===== config.mk =====
export PLATFORM = sky130hd
export DESIGN_NAME = turbine_mode_hysteresis_fsm
export DESIGN_NICKNAME = d
export VERILOG_FILES = /design/src/rtl/tmh_pkg.sv /design/src/rtl/tmh_cfg_regs.sv /design/src/rtl/tmh_core.sv /design/src/rtl/turbine_mode_hysteresis_fsm.sv
export SDC_FILE = /design/constraint.sdc
export NUM_CORES = 1
export LEC_CHECK = 0
export BUFFER_PORTS_ARGS = -buffer_cell sky130_fd_sc_hd__buf_2
export CAP_MARGIN = 20
export CORE_ASPECT_RATIO = 0.7
export CORE_MARGIN = 2
export CORE_UTILIZATION = 51
export CTS_CLUSTER_DIAMETER = 150
export DETAILED_ROUTE_END_ITERATION = 8
export PLACE_DENSITY = 0.81
export SYNTH_ARGS = -nofsm -noshare
export SYNTH_HDL_FRONTEND = slang
export SYNTH_SLANG_ARGS = --single-unit
export TNS_END_PERCENT = 50

===== constraint.sdc =====
create_clock -name clk -period 3.65 [get_ports clk]
set_clock_uncertainty 0.1 [all_clocks]
set_input_delay 0.9125 -clock clk [delete_from_list [all_inputs] [get_ports clk]]
set_output_delay 0.9125 -clock clk [all_outputs]
set_load 0.03 [all_outputs]

===== src/rtl/tmh_pkg.sv =====
// ----------------------------------------------------------------------------
// tmh_pkg
// Shared types and constants for the turbine mode hysteresis machine.
// ----------------------------------------------------------------------------
package tmh_pkg;

  localparam int CountWidth = 24;
  localparam int RpmWidth   = 16;
  localparam int TicksWidth = 24;
  localparam int CfgIdxWidth  = 3;
  localparam int CfgDataWidth = 24;
  localparam int CmpWidth   = 32;

  localparam logic [CountWidth-1:0] CountMax = {CountWidth{1'b1}};

  localparam logic [CfgIdxWidth-1:0] RegStallExit   = 3'd0;
  localparam logic [CfgIdxWidth-1:0] RegStallEntry  = 3'd1;
  localparam logic [CfgIdxWidth-1:0] RegTorqueToPitch = 3'd2;
  localparam logic [CfgIdxWidth-1:0] RegPitchToTorque = 3'd3;
  localparam logic [CfgIdxWidth-1:0] RegPitchToEmerg  = 3'd4;
  localparam logic [CfgIdxWidth-1:0] RegPersistTicks  = 3'd5;

  localparam logic [RpmWidth-1:0]   RstStallExit     = 16'd200;
  localparam logic [RpmWidth-1:0]   RstStallEntry    = 16'd120;
  localparam logic [RpmWidth-1:0]   RstTorqueToPitch = 16'd1900;
  localparam logic [RpmWidth-1:0]   RstPitchToTorque = 16'd1700;
  localparam logic [RpmWidth-1:0]   RstPitchToEmerg  = 16'd2200;
  localparam logic [TicksWidth-1:0] RstPersistTicks  = 24'd3000000;

  // input kind carried in tuser
  localparam logic KindSample = 1'b0;
  localparam logic KindTick   = 1'b1;

  // encoded turbine mode codes
  localparam logic [1:0] CodeStall  = 2'd0;
  localparam logic [1:0] CodeTorque = 2'd1;
  localparam logic [1:0] CodePitch  = 2'd2;
  localparam logic [1:0] CodeEmerg  = 2'd3;

  typedef enum logic [3:0] {
    ModeStall  = 4'b0001,
    ModeTorque = 4'b0010,
    ModePitch  = 4'b0100,
    ModeEmerg  = 4'b1000
  } mode_t;

  typedef struct packed {
    logic [RpmWidth-1:0]   stall_exit_rpm;
    logic [RpmWidth-1:0]   stall_entry_rpm;
    logic [RpmWidth-1:0]   torque_to_pitch_rpm;
    logic [RpmWidth-1:0]   pitch_to_torque_rpm;
    logic [RpmWidth-1:0]   pitch_to_emergency_rpm;
    logic [TicksWidth-1:0] persist_ticks;
  } cfg_t;

  typedef struct packed {
    logic       change_pending;
    logic       mode_changed;
    logic [1:0] turbine_mode;
  } result_t;

  function automatic logic [1:0] mode_code(mode_t m);
    logic [1:0] c;
    c = CodeStall;
    unique case (m)
      ModeStall:  c = CodeStall;
      ModeTorque: c = CodeTorque;
      ModePitch:  c = CodePitch;
      ModeEmerg:  c = CodeEmerg;
      default:    c = CodeStall;
    endcase
    return c;
  endfunction

endpackage


===== src/rtl/tmh_cfg_regs.sv =====
// ----------------------------------------------------------------------------
// tmh_cfg_regs
// Threshold and persistence registers with a plain indexed write port.
// ----------------------------------------------------------------------------
module tmh_cfg_regs (
  input  logic                                clk,
  input  logic                                rst,
  input  logic                                cfg_we,
  input  logic [tmh_pkg::CfgIdxWidth-1:0]     cfg_addr,
  input  logic [tmh_pkg::CfgDataWidth-1:0]    cfg_wdata,
  output tmh_pkg::cfg_t                       cfg
);

  always_ff @(posedge clk) begin
    if (rst) begin
      cfg.stall_exit_rpm         <= tmh_pkg::RstStallExit;
      cfg.stall_entry_rpm        <= tmh_pkg::RstStallEntry;
      cfg.torque_to_pitch_rpm    <= tmh_pkg::RstTorqueToPitch;
      cfg.pitch_to_torque_rpm    <= tmh_pkg::RstPitchToTorque;
      cfg.pitch_to_emergency_rpm <= tmh_pkg::RstPitchToEmerg;
      cfg.persist_ticks          <= tmh_pkg::RstPersistTicks;
    end else if (cfg_we) begin
      unique case (cfg_addr)
        tmh_pkg::RegStallExit:
          cfg.stall_exit_rpm <= cfg_wdata[tmh_pkg::RpmWidth-1:0];
        tmh_pkg::RegStallEntry:
          cfg.stall_entry_rpm <= cfg_wdata[tmh_pkg::RpmWidth-1:0];
        tmh_pkg::RegTorqueToPitch:
          cfg.torque_to_pitch_rpm <= cfg_wdata[tmh_pkg::RpmWidth-1:0];
        tmh_pkg::RegPitchToTorque:
          cfg.pitch_to_torque_rpm <= cfg_wdata[tmh_pkg::RpmWidth-1:0];
        tmh_pkg::RegPitchToEmerg:
          cfg.pitch_to_emergency_rpm <= cfg_wdata[tmh_pkg::RpmWidth-1:0];
        tmh_pkg::RegPersistTicks:
          cfg.persist_ticks <= cfg_wdata[tmh_pkg::TicksWidth-1:0];
        default: ;
      endcase
    end
  end

endmodule


===== src/rtl/tmh_core.sv =====
// ----------------------------------------------------------------------------
// tmh_core
// Mode state, persistence delay and next-state logic for one beat.
// ----------------------------------------------------------------------------
module tmh_core (
  input  logic                          clk,
  input  logic                          rst,
  input  logic                          en,
  input  logic                          kind,
  input  logic [tmh_pkg::RpmWidth-1:0]  rpm,
  input  tmh_pkg::cfg_t                 cfg,
  output tmh_pkg::result_t              res
);

  tmh_pkg::mode_t                  cur_mode, cur_mode_next, wanted;
  logic                            armed, armed_next;
  logic                            elapsed, elapsed_next;
  logic [tmh_pkg::CountWidth-1:0]  count, count_next, count_inc;
  logic                            changed;

  always_comb begin
    wanted = cur_mode;
    unique case (cur_mode)
      tmh_pkg::ModeStall: begin
        wanted = (rpm >= cfg.stall_exit_rpm) ? tmh_pkg::ModeTorque : tmh_pkg::ModeStall;
      end
      tmh_pkg::ModeTorque: begin
        priority if (rpm <= cfg.stall_entry_rpm) wanted = tmh_pkg::ModeStall;
        else if (rpm >= cfg.torque_to_pitch_rpm) wanted = tmh_pkg::ModePitch;
        else wanted = tmh_pkg::ModeTorque;
      end
      tmh_pkg::ModePitch: begin
        priority if (rpm >= cfg.pitch_to_emergency_rpm) wanted = tmh_pkg::ModeEmerg;
        else if (rpm <= cfg.pitch_to_torque_rpm) wanted = tmh_pkg::ModeTorque;
        else wanted = tmh_pkg::ModePitch;
      end
      tmh_pkg::ModeEmerg: wanted = tmh_pkg::ModeEmerg;
      default: wanted = tmh_pkg::ModeEmerg;
    endcase
  end

  assign count_inc = (count == tmh_pkg::CountMax) ? count
                   : count + tmh_pkg::CountWidth'(1);

  always_comb begin
    cur_mode_next = cur_mode;
    armed_next    = armed;
    elapsed_next  = elapsed;
    count_next    = count;
    changed       = 1'b0;
    if (kind == tmh_pkg::KindTick) begin
      if (armed) begin
        count_next = count_inc;
        if (tmh_pkg::CmpWidth'(count_inc) >= tmh_pkg::CmpWidth'(cfg.persist_ticks)) begin
          elapsed_next = 1'b1;
          armed_next   = 1'b0;
        end
      end
    end else begin
      priority if (wanted == cur_mode) begin
        armed_next   = 1'b0;
        elapsed_next = 1'b0;
        count_next   = '0;
      end else if (!elapsed) begin
        if (!armed) begin
          armed_next = 1'b1;
          count_next = '0;
        end
      end else begin
        armed_next    = 1'b0;
        elapsed_next  = 1'b0;
        count_next    = '0;
        cur_mode_next = wanted;
        changed       = 1'b1;
      end
    end
  end

  always_ff @(posedge clk) begin
    if (rst) begin
      cur_mode <= tmh_pkg::ModeStall;
      armed    <= 1'b0;
      elapsed  <= 1'b0;
      count    <= '0;
    end else if (en) begin
      cur_mode <= cur_mode_next;
      armed    <= armed_next;
      elapsed  <= elapsed_next;
      count    <= count_next;
    end
  end

  assign res.turbine_mode   = tmh_pkg::mode_code(cur_mode_next);
  assign res.mode_changed   = changed;
  assign res.change_pending = armed_next;

endmodule


===== src/rtl/turbine_mode_hysteresis_fsm.sv =====
// ----------------------------------------------------------------------------
// turbine_mode_hysteresis_fsm
// Four-mode turbine machine with hysteresis thresholds and persistence delay.
// ----------------------------------------------------------------------------
// Input beat to result beat passes two registers: input reg, result reg.
// Throughput: one beat per cycle unless m_tready stalls the output; the mode update is the loop.
// Reset (rst, synchronous): mode stall, delay cleared, thresholds to defaults,
// both pipeline registers empty.
module turbine_mode_hysteresis_fsm (
  input  logic                                clk,
  input  logic                                rst,
  input  logic                                cfg_we,
  input  logic [tmh_pkg::CfgIdxWidth-1:0]     cfg_addr,
  input  logic [tmh_pkg::CfgDataWidth-1:0]    cfg_wdata,
  input  logic                                s_tvalid,
  output logic                                s_tready,
  input  logic [15:0]                         s_tdata,   // [15:0] rotor_rpm
  input  logic                                s_tuser,   // [0] kind (1 = tick)
  output logic                                m_tvalid,
  input  logic                                m_tready,
  output logic [7:0]                          m_tdata    // [1:0] turbine_mode,
                                                         // [2] mode_changed,
                                                         // [3] change_pending
);

  tmh_pkg::cfg_t                   cfg;
  tmh_pkg::result_t                res;
  tmh_pkg::result_t                out_res;
  logic                            in_valid;
  logic                            in_kind;
  logic [tmh_pkg::RpmWidth-1:0]    in_rpm;
  logic                            advance;

  tmh_cfg_regs u_cfg (
    .clk       (clk),
    .rst       (rst),
    .cfg_we    (cfg_we),
    .cfg_addr  (cfg_addr),
    .cfg_wdata (cfg_wdata),
    .cfg       (cfg)
  );

  assign advance  = in_valid && (!m_tvalid || m_tready);
  assign s_tready = !in_valid || advance;

  always_ff @(posedge clk) begin
    if (rst) begin
      in_valid <= 1'b0;
    end else if (s_tready) begin
      in_valid <= s_tvalid;
    end
  end

  always_ff @(posedge clk) begin
    if (s_tready && s_tvalid) begin
      in_kind <= s_tuser;
      in_rpm  <= s_tdata;
    end
  end

  tmh_core u_core (
    .clk  (clk),
    .rst  (rst),
    .en   (advance),
    .kind (in_kind),
    .rpm  (in_rpm),
    .cfg  (cfg),
    .res  (res)
  );

  always_ff @(posedge clk) begin
    if (rst) begin
      m_tvalid <= 1'b0;
    end else if (advance) begin
      m_tvalid <= 1'b1;
    end else if (m_tready) begin
      m_tvalid <= 1'b0;
    end
  end

  always_ff @(posedge clk) begin
    if (advance) begin
      out_res <= res;
    end
  end

  assign m_tdata = {4'b0000, out_res};

  a_tick_no_change: assert property (@(posedge clk) disable iff (rst)
    (advance && in_kind == tmh_pkg::KindTick) |-> !res.mode_changed)
    else $error("tick beat reported a mode change");

  a_change_clears_delay: assert property (@(posedge clk) disable iff (rst)
    (advance && res.mode_changed) |-> !res.change_pending)
    else $error("mode change left the delay armed");

  a_emerg_sticks: assert property (@(posedge clk) disable iff (rst)
    (m_tvalid && out_res.turbine_mode == tmh_pkg::CodeEmerg && advance)
      |-> (res.turbine_mode == tmh_pkg::CodeEmerg))
    else $error("left emergency without reset");

  a_empty_ready: assert property (@(posedge clk) disable iff (rst)
    !in_valid |-> s_tready)
    else $error("empty input stage not ready");

endmodule

==> out/metrics.cfg, run 1 <==
[timing]
slew_headroom = 0.370
fin_crit_sh = 0.957
finalSetupViolCount = 0
max_freq_ghz = 0.286
slew_viol_final = 0
fin_tns_setup_ps = 0
tightest_slew_ps = 944
final_hold_viol_count = 0
period_minus_slack_ps = 3490

[layout]
multiInputGateArea_um2 = 5230
final_layout_size_suffix_gt1_frac = 0.155
utilization = 0.608
postLayoutCellArea_um2 = 10500
regArea_um2 = 3360
fin_nets = 1337
syn2layout_area_growth_pct = 15.8
fillers = 1494

[routing]
drt-wirelength-per-cell_um = 17.2
drt_first_pass_iters = 6
drtAntennaViolNets = 0
avgViaCountPerCell = 5.74
totalWireLength_mm = 24.5
drc = 0
drt_iter0_markers = 859
vias = 8191

[floorplan]
die_area_um2 = 18900
top_level_ports = 59
initial_core_util = 0.525
rows = 40
die_h_um = 116
core_area_um2 = 17300
die_x_um = 164

[grt]
track_usage = 0.262
grt_pass1_wl_mm = 38.7
grt_pass1_vias = 7626
grt_max_degree = 75
globalRoute.totalOverflow = 0
antenna_found_initial = 1

[synth]
synth_edf_count = 21
ys_types = 70
syn_area_um2 = 9090
synth_area_per_cell_um2 = 8.16
synth-seq-cells = 157
synth_commonest_cells = 229 x nand2_1, 136 x dfxtp_1, 121 x a21oi_1
yosysTopAreaCell = dfxtp_1
synth_top_area_share = 0.299
syn-instance-count = 1115
seq_area_frac_synth = 0.369
ys_async_sr_fraction = 0
synth.most_common_cell = nand2_1
ys_warn_count = 0
ys.flop_type = dfxtp_1
synth.area.top_cells = dfxtp_1 30%, ha_1 14%, nand2_1 9.5%, edfxtp_1 6.9%, a21oi_1 6.7%

[clock_tree]
h-tree-depth = 4
clock_sinks = 157
clockRootBuffer = clkbuf_16
cts_hold_buf = 0
cts_tree = done
clock_latency_ps = 430
cts.clk_slew.worst_paths_ps = 60
cts_buffers = 17
cts_buffer_depth = 2

[pwr]
pwr_density_cell_nw_per_um2 = 393
leakagePower_uw = 0.00442
peakVddDrop_uv = 254

[placed_design]
placed_cell_area_um2 = 9780
gp_congestion = 0.925
hpwl_mm = 17.2
port-buffer-count = 54

[critical_path]
cp-start-kind = flop
arrival_ps = 3660
path_max_fanout = 20
endpoint_kind = flop
path_class = reg -> reg
cp.required_ps = 3820

[run]
maxCapViolCount = 0

[status]
outcome = finished clean

[hold_path]
min_path_type = reg -> reg

[layout make-up]
| type | count | area share |
|---|---|---|
| multi-input cells | 799 | 0.497 |
| repair buffers | 99 | 0.0589 |
| clock buffers | 17 | 0.0404 |
| flip-flops and latches | 157 | 0.319 |
| well taps | 231 | 0.0275 |
| diodes | 1 | 0.000238 |
| clock inverters | 15 | 0.0178 |
| inverters | 109 | 0.0389 |
[final timing paths]
kind | start | endpoint | cells after the start | slack, ps
worst min register to register | u_cfg.cfg[25]$_SDFFE_PP0P_ | u_cfg.cfg[25]$_SDFFE_PP0P_ | 2 | 350
worst max-delay path | in_rpm[13]$_DFFE_PP_ | u_core.count[11]$_SDFFE_PP0P_ | 12 | 160
worst max register to register | in_rpm[13]$_DFFE_PP_ | u_core.count[11]$_SDFFE_PP0P_ | 12 | 160
worst min-delay path | u_cfg.cfg[25]$_SDFFE_PP0P_ | u_cfg.cfg[25]$_SDFFE_PP0P_ | 2 | 350
[per-layer routing]
metal,wire length (um),part of all wire,GRT usage,vias up
li1,-,-,-,3972
met3,2260,0.092,0.0659,45
met2,10300,0.42,0.391,350
met4,431,0.018,0.0743,0
met5,0,0,0,-
met1,11600,0.47,0.377,3824
[worst max-delay path, cell delays in order (launching register included)]
cell      delay, ps
edfxtp_1        460
buf_4           190
ha_1            290
nand4_1         280
nor4_4          370
a211oi_1        120
buf_4           170
or3_1           400
a32oi_4         330
a21boi_2        110
buf_12          170
a211oi_1        200
o32ai_1         130
[layout by cell type (no fill, tap or decap), types with 5 or more instances in the layout]
master / count
nand3_1: 17
o211ai_1: 6
clkinvlp_4: 5
xnor2_1: 10
dfxtp_1: 130
nand3b_1: 24
a21oi_1: 119
edfxtp_1: 21
nand4_1: 31
buf_4: 44
a21o_1: 13
nand2_1: 228
dfxtp_2: 5
a211o_1: 13
nor2_1: 55
clkbuf_16: 17
nor3_1: 7
or3_1: 5
o21ai_1: 20
buf_2: 54
xor2_1: 12
o21ai_0: 15
ha_1: 104
inv_1: 108
a211oi_1: 9
nand2b_1: 10
nor2b_1: 9
[power breakdown]
group / switching (uW) / total, uW / internal, uW / leakage [uW]
logic: 279 / 437 / 157 / 0.00282
registers: 34.3 / 1830 / 1800 / 0.00131
clock network: 783 / 1870 / 1090 / 0.000285
[cells by family (layout without fill, tap and decap cells)]
| group | count (synthesis) | count (layout) | share of synthesized area |
|---|---|---|---|
| adder cells (fa/ha/maj) | 105 | 105 | 0.144 |
| AO/OA/AOI/OAI | 235 | 235 | 0.165 |
| other | 1 | 5 | 0.000412 |
| multiplexers | 4 | 4 | 0.00454 |
| XOR/XNOR | 24 | 24 | 0.0231 |
| flip-flops | 157 | 157 | 0.369 |
| buffers and inverters | 162 | 240 | 0.0703 |
| AND/OR/NAND/NOR | 427 | 427 | 0.224 |
[state kept, by name, summed over array words and instances, names as in the netlist]
register         count
m_tvalid             1
u_cfg.cfg          104
in_kind              1
in_valid             1
u_core.armed         1
in_rpm              16
u_core.cur_mode      4
u_core.count        24
m_tdata              4
u_core.elapsed       1
[stage by stage]
| step | hold slack (ps) | setup WS, ps | power [uW] | cells |
|---|---|---|---|---|
| floorplan | 336 | 61.3 | 2120 | 1118 |
| global placement | 342 | -351 | 2270 | 1392 |
| detailed placement | 348 | 5.02 | 2280 | 1393 |
| CTS | 357 | 26.3 | 4130 | 1425 |
| global route | 370 | -34.3 | 4270 | 1427 |
| finish | 354 | 158 | 4140 | 1428 |
[repair_timing]
item,4_1_cts,5_1_grt
setup endpoints to repair,1,29
pin swaps,0,12
resized for setup,1,36
setup buffers,0,2
No activity file was read; power rests on OpenSTA's default activity.
==> inputs of run 2 (changes only) <==
--- a/config.mk
+++ b/config.mk
@@ -12,7 +12,7 @@
 export CORE_UTILIZATION = 51
 export CTS_CLUSTER_DIAMETER = 150
 export DETAILED_ROUTE_END_ITERATION = 8
-export PLACE_DENSITY = 0.81
+export PLACE_DENSITY = 0.7
 export SYNTH_ARGS = -nofsm -noshare
 export SYNTH_HDL_FRONTEND = slang
 export SYNTH_SLANG_ARGS = --single-unit
==> constraint.sdc (replaced) <==
create_clock -name clk -period 3.65 [get_ports clk]
set_clock_uncertainty 0.1 [all_clocks]
set_input_delay 0.365 -clock clk [delete_from_list [all_inputs] [get_ports clk]]
set_output_delay 0.365 -clock clk [all_outputs]
set_load 0.03 [all_outputs]
==> run 2 against run 1 <==
Net effect: hold slack got worse by 350 ps; routed wire length fell by 0.90%; critical path type unchanged; critical path depth is 2 lower.
==> out/metrics.cfg, run 2 (same netlist as run 1, synthesis figures left out) <==
[timing]
tightest_slew_ps = 1000  ; +56.8 ps
fin_crit_sh = 0.986  ; +0.0292
finalSetupViolCount = 0  ; unchanged
slew_headroom = 0.333  ; -0.0379
max_freq_ghz = 0.278  ; -3.0%
rsz0062_at_grt = true
final_hold_viol_count = 0  ; unchanged
period_minus_slack_ps = 3600  ; +107 ps
slew_viol_final = 0  ; unchanged

[hold_path]
min_path_type = in -> reg
whs_endpoint = in_rpm[8]$_DFFE_PP_
hold_depth = 1  ; -1
hold_start = s_tdata[8]

[grt]
grt_max_degree = 93  ; +24%
grt_pass1_wl_mm = 39.8  ; +2.9%
grt_pass1_vias = 7677  ; +0.67%
antenna_found_initial = 0  ; -1
globalRoute.totalOverflow = 0  ; unchanged
track_usage = 0.270  ; +0.00773

[floorplan]
initial_core_util = 0.525  ; unchanged
core_area_um2 = 17300  ; unchanged
rows = 40  ; unchanged
die_area_um2 = 18900  ; unchanged
die_h_um = 116  ; unchanged
die_x_um = 164  ; unchanged
top_level_ports = 59  ; unchanged

[critical_path]
cp.required_ps = 3730  ; -90 ps
endpoint_kind = flop
reg2reg_slack_ps = 50  ; -110 ps
r2r_end = m_tdata[0]$_DFFE_PP_
critPathBufInv = 0  ; -3
reg2reg_depth = 10  ; -2
crit_chain = ha_1 -> nand4_1 -> or4_4 -> or4_1 -> nor4bb_4 -> a21bo_2 -> o211ai_1 -> or3_1 -> o2111ai_1 -> a21oi_1
path_class = reg -> reg
arrival_ps = 3680  ; +20 ps
path_max_fanout = 4  ; -80%
slowest_delay_ps = 570  ; +110 ps
r2r-start = in_rpm[14]$_DFFE_PP_
slowest_stage = or4_4
path_delay_family = simple AND/OR/NAND/NOR gates
cp-start-kind = flop

[placed_design]
hpwl_mm = 17.0  ; -1.4%
port-buffer-count = 54  ; unchanged
gp_congestion = 0.855  ; -7.5%
dp.cells = 1381  ; -0.86%

[pwr]
leakagePower_uw = 0.00448  ; +1.4%
pwr_density_cell_nw_per_um2 = 388  ; -1.2%
peakVddDrop_uv = 272  ; +7.2%

[layout]
final_cell_mix = 229 x nand2_1, 131 x dfxtp_1, 119 x a21oi_1, 109 x inv_1, 103 x ha_1
final_common_cell = nand2_1
largest_register_ffs = 104  ; unchanged
utilization = 0.616  ; +0.00802
top_register = u_cfg.cfg
antenna_cells = 0  ; -1
stdcell_count = 1436  ; +0.56%
reg_top3 = u_cfg.cfg (104), u_core.count (24), in_rpm (16)
final_layout_size_suffix_gt1_frac = 0.149  ; -0.00530
fin_nets = 1346  ; +0.67%
syn2layout_area_growth_pct = 17.3

[clock_tree]
clockRootBuffer = clkbuf_16
cts_buffer_depth = 2  ; unchanged
cts_buffers = 17  ; unchanged
h-tree-depth = 4  ; unchanged
cts.clk_slew.worst_paths_ps = 70  ; about the same
cts_tree = done
clock_latency_ps = 430  ; about the same
clock_sinks = 157  ; unchanged

[run]
maxCapViolCount = 0  ; unchanged

[routing]
vias = 7936  ; -3.1%
avgViaCountPerCell = 5.53  ; -3.7%
totalWireLength_mm = 24.3  ; -0.90%
drtAntennaViolNets = 0  ; unchanged
drt_first_pass_iters = 6  ; unchanged
drt-wirelength-per-cell_um = 16.9  ; -1.4%
drc = 0  ; unchanged
drt_iter0_markers = 762  ; -11%

[status]
outcome = finished clean

==> run 2: changes by cell type in the layout (fill, tap and decap cells not counted), sizes merged <==
| cell | previous run | this run |
|---|---|---|
| clkinvlp | 5 | 2 |
| inv | 114 | 113 |
| dlygate4sd3 | 0 | 11 |
| diode | 1 | 0 |
| clkinv | 2 | 6 |
| buf | 99 | 97 |
==> run 2: where the power goes <==
group,switching [uW],internal (uW)
sequential,37.1,1800
clock,785,1090
combinational,269,165
==> run 2: worst register-to-register path, delay by kind of cell (launching register included) <==
kind                       cells  cell delay (ps)
DFF                            1              470
and+or+nand+nor                5             1910
adders and majority gates      1              340
AOI/OAI and AO/OA              4              520
==> run 2: metrics by stage <==
| step | hold slack (ps) | worst slack [ps] | cell area, um2 | power [uW] | TNS, ps |
|---|---|---|---|---|---|
| floorplan | 336 | 61.3 | 9100 | 2120 | 0 |
| global placement | 343 | 56.3 | 9710 | 2260 | 0 |
| detailed placement | 347 | 7.11 | 9720 | 2270 | 0 |
| CTS | 0.911 | 0.192 | 10500 | 4140 | 0 |
| global route | 1.48 | -81.3 | 10700 | 4290 | -112 |
| finish | 7.36 | 51.8 | 10700 | 4140 | 0 |
==> run 2: routing by layer <==
metal | up-vias | global-route usage | share of wire
met3 | 37 | 0.0512 | 0.075
met4 | 0 | 0.0924 | 0.016
met1 | 3642 | 0.394 | 0.50
li1 | 3982 | - | -
met2 | 275 | 0.401 | 0.41
met5 | - | 0 | 0
==> run 2: final cells by class <==
cell class	instances	area, um2
clock buffers	17	425
clock inverters	15	189
fillers	1544	6650
inverters	109	409
multi-input cells	799	5240
flip-flops and latches	157	3360
well taps	231	289
repair buffers	108	754
==> run 2: worst max path at each step <==
stage | startpoint | endpoint | slack, ps | cells after the start
floorplan | u_core.count[21]$_SDFFE_PP0P_ | u_core.elapsed$_SDFFE_PP0P_ | 60 | 17
global placement | in_rpm[13]$_DFFE_PP_ | m_tdata[0]$_DFFE_PP_ | 60 | 10
detailed placement | u_core.count[23]$_SDFFE_PP0P_ | u_core.elapsed$_SDFFE_PP0P_ | 7 | 14
CTS | u_core.count[23]$_SDFFE_PP0P_ | u_core.elapsed$_SDFFE_PP0P_ | 0.2 | 16
global route | u_core.count[1]$_SDFFE_PP0P_ | u_core.elapsed$_SDFFE_PP0P_ | -80 | 18
finish | in_rpm[14]$_DFFE_PP_ | m_tdata[0]$_DFFE_PP_ | 50 | 10
==> run 2: repair_timing <==
action	CTS	global route
setup endpoints to repair	3	9
buffers inserted	0	11
pin swaps	1	13
hold endpoints to repair	11	0
hold buffers	11	0
gates resized for setup	2	30
